File: config.mk
export PLATFORM = sky130hd
export DESIGN_NAME = forest_link_cut_lca_flat
export DESIGN_NICKNAME = d
export VERILOG_FILES = /design/src/hw/rtl/flc_pkg.sv /design/src/hw/rtl/flc_if.sv /design/src/hw/rtl/flc_parent_tbl.sv /design/src/hw/rtl/forest_link_cut_lca.sv /design/src/flat_wrapper.sv
export SDC_FILE = /design/constraint.sdc
export NUM_CORES = 2
export LEC_CHECK = 0
export BUFFER_PORTS_ARGS = -buffer_cell sky130_fd_sc_hd__buf_2
export CAP_MARGIN = 25
export CELL_PAD_IN_SITES_DETAIL_PLACEMENT = 1
export CELL_PAD_IN_SITES_GLOBAL_PLACEMENT = 1
export CORE_MARGIN = 8
export CORE_UTILIZATION = 35
export CTS_CLUSTER_DIAMETER = 50
export CTS_CLUSTER_SIZE = 30
export DETAILED_ROUTE_END_ITERATION = 12
export MAX_ROUTING_LAYER = met4
export PLACE_DENSITY = 0.55
export SYNTH_ARGS = -nofsm -noshare
export SYNTH_HDL_FRONTEND = slang
export SYNTH_HIERARCHICAL = 1
export SYNTH_MEMORY_MAX_BITS = 65536
export SYNTH_SLANG_ARGS = --single-unit
File: constraint.sdc
create_clock -name clk_i -period 19.3 [get_ports clk_i]
set_clock_uncertainty 0.15 [all_clocks]
set_input_delay 0 -clock clk_i [delete_from_list [all_inputs] [get_ports clk_i]]
set_output_delay 0 -clock clk_i [all_outputs]
set_load 0.03 [all_outputs]
File: src/hw/rtl/flc_pkg.sv
// shared types and constants for the forest link/cut lca block
package flc_pkg;

  localparam int unsigned NODE_W        = 8;
  localparam int unsigned TABLE_DEPTH   = 256;
  localparam int unsigned ACTION_W      = 2;
  localparam int unsigned NODES_DEFAULT = 256;

  typedef enum logic [ACTION_W-1:0] {
    ACT_LINK  = 2'd0,
    ACT_CUT   = 2'd1,
    ACT_QUERY = 2'd2
  } action_e;

  typedef logic [NODE_W-1:0] node_t;

  // write request into the parent table
  typedef struct packed {
    logic  link;
    logic  cut;
    node_t node;
    node_t parent;
  } tbl_wr_t;

endpackage

File: src/hw/rtl/flc_if.sv
// handshake channels: request items in, query results out
interface flc_in_if;
  logic                            valid;
  logic                            ready;
  logic [flc_pkg::ACTION_W-1:0]    action;
  logic [flc_pkg::NODE_W-1:0]      node_a;
  logic [flc_pkg::NODE_W-1:0]      node_b;

  modport source (output valid, output action, output node_a, output node_b, input ready);
  modport sink   (input valid, input action, input node_a, input node_b, output ready);
endinterface

interface flc_out_if;
  logic                            valid;
  logic                            ready;
  logic [flc_pkg::NODE_W-1:0]      ancestor;
  logic                            found;
  logic                            cycle_detected;

  modport source (output valid, output ancestor, output found, output cycle_detected,
                  input ready);
  modport sink   (input valid, input ancestor, input found, input cycle_detected,
                  output ready);
endinterface

File: src/hw/rtl/flc_parent_tbl.sv
// parent pointer table: ram of has-parent flag and parent per vertex, registered read
module flc_parent_tbl (
  input  logic             clk_i,
  input  flc_pkg::tbl_wr_t wr_i,
  input  flc_pkg::node_t   rd_addr_i,
  output flc_pkg::node_t   rd_parent_o,
  output logic             rd_valid_o
);

  typedef struct packed {
    logic           valid;
    flc_pkg::node_t parent;
  } entry_t;

  entry_t mem_q [flc_pkg::TABLE_DEPTH];
  entry_t rd_q;
  entry_t wr_ent;

  // a cut stores a root entry
  assign wr_ent.valid  = wr_i.link;
  assign wr_ent.parent = wr_i.link ? wr_i.parent : '0;

  always_ff @(posedge clk_i) begin
    if (wr_i.link || wr_i.cut) begin
      mem_q[wr_i.node] <= wr_ent;
    end
    rd_q <= mem_q[rd_addr_i];
  end

  assign rd_parent_o = rd_q.parent;
  assign rd_valid_o  = rd_q.valid;

endmodule

File: src/hw/rtl/forest_link_cut_lca.sv
// top level: parent-pointer forest with link, cut and lowest common ancestor query
//
//  channel  | dir | handshake     | payload
//  ---------+-----+---------------+------------------------------------------
//  req_i    | in  | valid / ready | action, node_a, node_b
//  rsp_o    | out | valid / ready | ancestor, found, cycle_detected
//
// link and cut items give no result item
// a query first walks from node_a up toward its root, then from node_b to the first marked vertex;
//   one vertex per cycle through the single parent-table read port
// reset starts a clearing pass over the parent table and the mark store,
//   ready stays low meanwhile
// marks carry a query number, so a query clears nothing; after every 255th in-range
//   query the mark store gets a clearing pass before the next item
// ready is low while a query walks; a finished result waits in the output
//   register and the next item is taken meanwhile, a later query holds in its
//   final state until the output register frees up
module forest_link_cut_lca #(
  parameter int unsigned NODES = flc_pkg::NODES_DEFAULT
) (
  input  logic      clk_i,
  input  logic      rst_ni,
  flc_in_if.sink    req_i,
  flc_out_if.source rsp_o
);

  // step counter covers 0 .. NODES-1
  localparam int unsigned STEP_W = (NODES > 2) ? $clog2(NODES) : 1;
  localparam logic [STEP_W-1:0] STEP_LAST = STEP_W'(NODES - 1);
  localparam logic [16:0] NODES_L = 17'(NODES);
  localparam int unsigned EPOCH_W = 8;

  typedef logic [EPOCH_W-1:0] epoch_t;

  typedef enum logic [2:0] {
    ST_CLEAR,
    ST_IDLE,
    ST_MARK,
    ST_SEEK,
    ST_DONE
  } state_e;

  state_e                          state_q, state_d;
  flc_pkg::node_t                  v_q, v_d;       // vertex under the walk
  flc_pkg::node_t                  b_q, b_d;       // start of the second walk
  logic [STEP_W-1:0]               steps_q, steps_d;
  logic                            cyc_q, cyc_d;
  logic                            fnd_q, fnd_d;
  epoch_t                          epoch_q, epoch_d;   // number of the current query
  flc_pkg::node_t                  clr_q, clr_d;       // clearing pass address
  logic                            clr_tbl_q, clr_tbl_d;
  logic                            ov_q, ov_d;
  flc_pkg::node_t                  oanc_q, oanc_d;
  logic                            ofnd_q, ofnd_d;
  logic                            ocyc_q, ocyc_d;

  // mark store: a vertex is marked when it holds the current query number
  epoch_t                          mark_mem [flc_pkg::TABLE_DEPTH];
  epoch_t                          mark_rd_q;
  logic                            mk_we;
  flc_pkg::node_t                  mk_waddr;
  epoch_t                          mk_wdata;
  logic                            marked;

  flc_pkg::tbl_wr_t wr;
  flc_pkg::node_t   parent;
  logic             has_parent;
  logic             accept;
  logic             out_free;
  logic             a_ok, b_ok;
  logic             at_last;

  flc_parent_tbl u_tbl (
    .clk_i       (clk_i),
    .wr_i        (wr),
    .rd_addr_i   (v_d),       // read next vertex so its parent is ready in the following cycle
    .rd_parent_o (parent),
    .rd_valid_o  (has_parent)
  );

  // same read timing as the parent table; a write to the read address passes through
  always_ff @(posedge clk_i) begin
    if (mk_we) begin
      mark_mem[mk_waddr] <= mk_wdata;
    end
    if (mk_we && (mk_waddr == v_d)) begin
      mark_rd_q <= mk_wdata;
    end else begin
      mark_rd_q <= mark_mem[v_d];
    end
  end

  assign marked      = (mark_rd_q == epoch_q);
  assign req_i.ready = (state_q == ST_IDLE);
  assign accept      = req_i.valid && req_i.ready;
  assign out_free    = !ov_q || rsp_o.ready;
  // vertex index must lie below NODES
  assign a_ok        = {9'd0, req_i.node_a} < NODES_L;
  assign b_ok        = {9'd0, req_i.node_b} < NODES_L;
  assign at_last     = (steps_q == STEP_LAST);

  always_comb begin
    state_d   = state_q;
    v_d       = v_q;
    b_d       = b_q;
    steps_d   = steps_q;
    cyc_d     = cyc_q;
    fnd_d     = fnd_q;
    epoch_d   = epoch_q;
    clr_d     = clr_q;
    clr_tbl_d = clr_tbl_q;
    ov_d      = ov_q;
    oanc_d    = oanc_q;
    ofnd_d    = ofnd_q;
    ocyc_d    = ocyc_q;
    wr        = '0;
    mk_we     = 1'b0;
    mk_waddr  = v_q;
    mk_wdata  = epoch_q;

    // result taken downstream
    if (ov_q && rsp_o.ready) begin
      ov_d = 1'b0;
    end

    unique case (state_q)
      // clear the mark store, and the parent table after reset
      ST_CLEAR: begin
        mk_we    = 1'b1;
        mk_waddr = clr_q;
        mk_wdata = '0;
        wr.cut   = clr_tbl_q;
        wr.node  = clr_q;
        if (clr_q == '1) begin
          clr_tbl_d = 1'b0;
          epoch_d   = '0;
          state_d   = ST_IDLE;
        end else begin
          clr_d = clr_q + flc_pkg::node_t'(1);
        end
      end

      ST_IDLE: begin
        if (accept) begin
          wr.node   = req_i.node_a;
          wr.parent = req_i.node_b;
          case (flc_pkg::action_e'(req_i.action))
            flc_pkg::ACT_LINK: begin
              wr.link = a_ok && b_ok;
            end
            flc_pkg::ACT_CUT: begin
              wr.cut = a_ok;
            end
            flc_pkg::ACT_QUERY: begin
              cyc_d   = 1'b0;
              fnd_d   = 1'b0;
              steps_d = '0;
              v_d     = req_i.node_a;
              b_d     = req_i.node_b;
              if (a_ok && b_ok) begin
                epoch_d = epoch_q + epoch_t'(1);
                state_d = ST_MARK;
              end else begin
                // out-of-range query gives an all-zero result
                state_d = ST_DONE;
              end
            end
            default: begin
            end
          endcase
        end
      end

      // mark node_a and each ancestor
      ST_MARK: begin
        mk_we    = 1'b1;
        mk_waddr = v_q;
        mk_wdata = epoch_q;
        if (!has_parent || at_last) begin
          cyc_d   = has_parent;
          steps_d = '0;
          v_d     = b_q;
          state_d = ST_SEEK;
        end else begin
          v_d     = parent;
          steps_d = steps_q + STEP_W'(1);
        end
      end

      // climb from node_b to the first marked vertex
      ST_SEEK: begin
        if (marked) begin
          fnd_d   = 1'b1;
          state_d = ST_DONE;
        end else if (!has_parent) begin
          state_d = ST_DONE;
        end else if (at_last) begin
          cyc_d   = 1'b1;
          state_d = ST_DONE;
        end else begin
          v_d     = parent;
          steps_d = steps_q + STEP_W'(1);
        end
      end

      ST_DONE: begin
        if (out_free) begin
          ov_d    = 1'b1;
          oanc_d  = fnd_q ? v_q : '0;
          ofnd_d  = fnd_q;
          ocyc_d  = cyc_q;
          // query numbers used up: wipe the marks before the next item
          if (epoch_q == '1) begin
            clr_d   = '0;
            state_d = ST_CLEAR;
          end else begin
            state_d = ST_IDLE;
          end
        end
      end

      default: begin
        state_d = ST_IDLE;
      end
    endcase
  end

  always_ff @(posedge clk_i or negedge rst_ni) begin
    if (!rst_ni) begin
      state_q   <= ST_CLEAR;
      v_q       <= '0;
      b_q       <= '0;
      steps_q   <= '0;
      cyc_q     <= 1'b0;
      fnd_q     <= 1'b0;
      epoch_q   <= '0;
      clr_q     <= '0;
      clr_tbl_q <= 1'b1;
      ov_q      <= 1'b0;
      oanc_q    <= '0;
      ofnd_q    <= 1'b0;
      ocyc_q    <= 1'b0;
    end else begin
      state_q   <= state_d;
      v_q       <= v_d;
      b_q       <= b_d;
      steps_q   <= steps_d;
      cyc_q     <= cyc_d;
      fnd_q     <= fnd_d;
      epoch_q   <= epoch_d;
      clr_q     <= clr_d;
      clr_tbl_q <= clr_tbl_d;
      ov_q      <= ov_d;
      oanc_q    <= oanc_d;
      ofnd_q    <= ofnd_d;
      ocyc_q    <= ocyc_d;
    end
  end

  assign rsp_o.valid          = ov_q;
  assign rsp_o.ancestor       = oanc_q;
  assign rsp_o.found          = ofnd_q;
  assign rsp_o.cycle_detected = ocyc_q;

`ifndef SYNTHESIS
  // walks always run under a fresh nonzero query number
  a_epoch_live: assert property (@(posedge clk_i) disable iff (!rst_ni)
    (state_q == ST_MARK || state_q == ST_SEEK) |-> epoch_q != '0)
    else $error("walk under a cleared query number");

  // no item is taken during a clearing pass
  a_clear_busy: assert property (@(posedge clk_i) disable iff (!rst_ni)
    (state_q == ST_CLEAR) |-> !req_i.ready)
    else $error("ready high during clearing pass");

  // a new result only comes out of the final state
  a_result_src: assert property (@(posedge clk_i) disable iff (!rst_ni)
    $rose(ov_q) |-> $past(state_q) == ST_DONE)
    else $error("result raised outside final state");

  // a not-found result carries a zero vertex
  a_zero_miss: assert property (@(posedge clk_i) disable iff (!rst_ni)
    (ov_q && !ofnd_q) |-> oanc_q == '0)
    else $error("ancestor nonzero without found");

  // no item is taken while a query walks
  a_busy: assert property (@(posedge clk_i) disable iff (!rst_ni)
    (state_q == ST_MARK || state_q == ST_SEEK) |=> !$past(accept))
    else $error("item accepted during walk");
`endif

endmodule
File: src/flat_wrapper.sv
// flat-port wrapper written by rule: the top's interface ports become plain ports
module forest_link_cut_lca_flat 
#(
  parameter int unsigned NODES = flc_pkg::NODES_DEFAULT
)
  (clk_i, rst_ni, req_i_valid, req_i_action, req_i_node_a, req_i_node_b, req_i_ready, rsp_o_valid, rsp_o_ancestor, rsp_o_found, rsp_o_cycle_detected, rsp_o_ready);
  flc_in_if req_i_i ();
  flc_out_if rsp_o_i ();
  input  logic clk_i;
  input  logic rst_ni;
  input wire logic [$bits(req_i_i.valid)-1:0] req_i_valid;
  input wire logic [$bits(req_i_i.action)-1:0] req_i_action;
  input wire logic [$bits(req_i_i.node_a)-1:0] req_i_node_a;
  input wire logic [$bits(req_i_i.node_b)-1:0] req_i_node_b;
  output wire logic [$bits(req_i_i.ready)-1:0] req_i_ready;
  output wire logic [$bits(rsp_o_i.valid)-1:0] rsp_o_valid;
  output wire logic [$bits(rsp_o_i.ancestor)-1:0] rsp_o_ancestor;
  output wire logic [$bits(rsp_o_i.found)-1:0] rsp_o_found;
  output wire logic [$bits(rsp_o_i.cycle_detected)-1:0] rsp_o_cycle_detected;
  input wire logic [$bits(rsp_o_i.ready)-1:0] rsp_o_ready;
  assign req_i_i.valid = req_i_valid;
  assign req_i_i.action = req_i_action;
  assign req_i_i.node_a = req_i_node_a;
  assign req_i_i.node_b = req_i_node_b;
  assign req_i_ready = req_i_i.ready;
  assign rsp_o_valid = rsp_o_i.valid;
  assign rsp_o_ancestor = rsp_o_i.ancestor;
  assign rsp_o_found = rsp_o_i.found;
  assign rsp_o_cycle_detected = rsp_o_i.cycle_detected;
  assign rsp_o_i.ready = rsp_o_ready;
  forest_link_cut_lca #(.NODES(NODES)) u_core (.clk_i(clk_i), .rst_ni(rst_ni), .req_i(req_i_i), .rsp_o(rsp_o_i));
endmodule
==> metrics.txt <==
status complete, no violations; Core Area around 0.49 mm²; Post-DP HPWL 329,000 µm; drt wl/cell 33.5 µm; Max IR drop VDD 258 µV; pwr/cell area 164 mW/mm²; post-synthesis sequential area ratio 76.7%; drc violations 0; via count 89.7k; commonest non-fill, non-tap cell in the layout edfxtp_1; count of cell types in the netlist 85; Die W approximately 720 µm; yosys warns 6; Fin. Hold Viols 0; commonest cells after routing, fill and taps aside 4,352 x edfxtp_1, 921 x mux4_2, 593 x nor2_1; Min Hold Slack 0.110 ns; Worst EP required 20.01 ns; synthesis-to-finish area growth 14.6%; post-synthesis register bit count 4,426; Routed Antenna Nets 0; Max stage delay cell, worst path nor4_1; GP Congestion 0.838; GRT Total Usage about 20%; post-synth top area share between 70% and 80%; worst-margin pin slew between 1 and 1.5 ns; CP Launch Type flip-flop; TNS Setup 0 ns; critical path peak fanout 104; number of max-cap violations 0; hold crit path type primary input to asynchronous set/reset pin; Yosys top cell by area edfxtp_1; Leak Pwr 61.0 nW; asr flop ratio synth under 10%; critical path cell sequence buf_12 > buf_4 > buf_12 > mux4_2 > a22o_1 > o21ai_0 > nand3_1 > a31oi_1 > nor4_1 > xnor2_1 > nand4_1 > or2_1 > buf_4 > a31oi_1 > o22a_4 > buf_4 > buf_4 > buf_4 > mux4_2 > o22ai_1 > a211oi_1 > nor4_1 > buf_4 > nor4_2; first drt pass iteration count 5; H-tree depth 5; RSZ-0062 raised after global routing no; Tmin final 11.64 ns; I/O pin count 34; initial antenna violation count 39; total CTS buffers between 400 and 500; Syn Inst Count 8,486; Setup Fix Bufs, Post-CTS 0; critical path arrival 12.35 ns; fin. max-slew vios 0; top_reg_cell synth edfxtp_1; Setup Crit Path Kind flip-flop to flip-flop; Initial Util 35.1%; CP endpoint kind flip-flop; final worst path period share 60.3%; Initial DRC Count 11.1k; fmax 85.9 MHz; port bufs 33; final WL 528,000 µm; mapped cell area about 0.17 mm²; final global-route overflow total 0; first-pass GRT wire length 738,000 µm; Worst-Skew Late Latency 0.99 ns; std cell rows 258; CTS Sinks 4,426; pin count of the biggest net entering global routing 205; vias per inst 5.69; Post-synth EDFFs between 4k and 5k; Clock Tree Root clkbuf_16; cell mode on critical path buf_4; clock-pin slew on the worst setup and hold paths 0.06 ns; Synth area leaders edfxtp_1 76%, mux4_2 12%, mux2i_1 2.1%; CTS tree done; Max-slew headroom 19.2%; Final Net Count 8,895; synthesized area per cell around 20 µm²; vias in the first global route 91.3k; layout cells sized above 1 between 20% and 30%; synthesized net count 8,511; CTS max path bufs 4; die area around 0.52 mm²; height of the chip 719 µm; Max stage delay on crit path just under 0.9 ns; final setup violating endpoints 0
## worst max-delay path, delay by kind of cell, from the launching register on
family / cells / cell delay, ns
muxes: 2 / 1.03
xor gates and xnor gates: 1 / 0.20
and+or+nand+nor: 6 / 1.86
buffers and inverters: 8 / 4.27
AOI/OAI and AO/OA: 7 / 2.72
DFF: 1 / 0.54
## cell usage after synthesis, drive strengths merged (7+ instances only)
cell type,n
edfxtp,4352
mux4,921
nor2,602
mux2i,367
a22oi,312
buf,290
nand2,263
clkbuf,219
a21oi,173
o21ai,85
nand3,76
o22ai,75
dfrtp,56
o221ai,50
nor3,43
mux2,40
nor4,40
nor2b,39
and2,36
a31oi,35
a211oi,31
nand2b,30
a221oi,29
nand4,28
o211ai,21
and3,19
nand3b,19
o22a,18
dfxtp,17
a22o,16
xor2,14
or2,13
or3,13
a311oi,11
o21a,11
inv,10
nor3b,10
o31ai,10
o32ai,10
a2111oi,9
a21boi,9
a211o,7
## layout make-up
type | count | area (µm²)
multi-input combinational | 3540 | 37600
antenna | 11 | 27.5
timing repair buffer | 448 | 4060
tap | 6500 | 8130
clock buffer | 483 | 11500
sequential | 4426 | 132000
fill | 46800 | 295000
clock inverter | 349 | 4110
inverter | 11 | 41.3
## per-stage QoR
step                      utilization (%)  std cells  area, µm²  setup slack [ns]  total power, mW
after floorplan                         -       8486     173000              2.57             18.4
after global placement               36.6      14700     180000              7.18             23.3
after detailed placement             36.8      14800     181000              7.69             23.5
after CTS                            40.0      15700     197000              7.69             32.7
after global routing                 40.2      15800     198000              7.23             33.5
final                                40.2      15800     198000              7.66             32.5
## report_power, final
group          leakage [nW]  switching (mW)  total [mW]  internal (mW)
clock network          7.52            4.09        9.14           5.05
logic                  13.0            8.41        12.5           4.13
registers              40.5           0.183        10.8           10.6
total                  61.0            12.7        32.5           19.8
## final timing paths
kind | end | slack, ns | cells after the start
hold / removal | u_core/b_q[5] | 0.11 | 4
setup reg to reg | u_core/u_tbl/rd_valid_o | 7.66 | 24
min in group clk_i | u_core/v_q[7] | 0.13 | 5
setup / recovery | u_core/u_tbl/rd_valid_o | 7.66 | 24
max in group asynchronous | u_core/steps_q[1] | 18.33 | 4
hold reg to reg | u_core/clr_tbl_q | 0.34 | 1
## kinds of logic (layout without fill, tap and decap cells)
group           after synthesis  count (layout)  synth area share (%)
compound gates              943             943                  3.80
xor+xnor                     15              15                0.0760
fa+ha+maj                     3               3                0.0217
buf+inv                     520            1291                  1.75
flops                      4426            4426                  76.7
mux                        1328            1328                  14.4
other cells                   0              11                     0
simple gates               1251            1251                  3.29
## layer usage
layer | vias up | wire length, µm | global-route usage (%)
met2 | 3486 | 243000 | 30.9
met1 | 49400 | 235000 | 29.4
li1 | 36100 | - | -
met3 | 616 | 39000 | 2.99
met5 | - | 0 | -
met4 | 0 | 11800 | 4.30
## sequential cells by signal, indices dropped and copies added, names as in the netlist, named ones only
register,count
u_core/rsp_o.found,1
u_core/fnd_q,1
u_core/epoch_q,8
u_core/v_q,8
u_core/rsp_o.valid,1
u_core/u_tbl/mem_q,2304
u_core/clr_q,8
u_core/u_tbl/rd_parent_o,8
u_core/rsp_o.ancestor,8
u_core/u_tbl/rd_valid_o,1
u_core/clr_tbl_q,1
u_core/cyc_q,1
u_core/b_q,8
u_core/rsp_o.cycle_detected,1
u_core/steps_q,8
u_core/mark_mem,2048
u_core/state_q,3
## repair_timing
action                                 in CTS  in global routing
hold buffers                               39                  1
endpoints found under the hold margin     630                  1
gates resized for setup                     0                  0
Power figures use the tool's default switching activity.
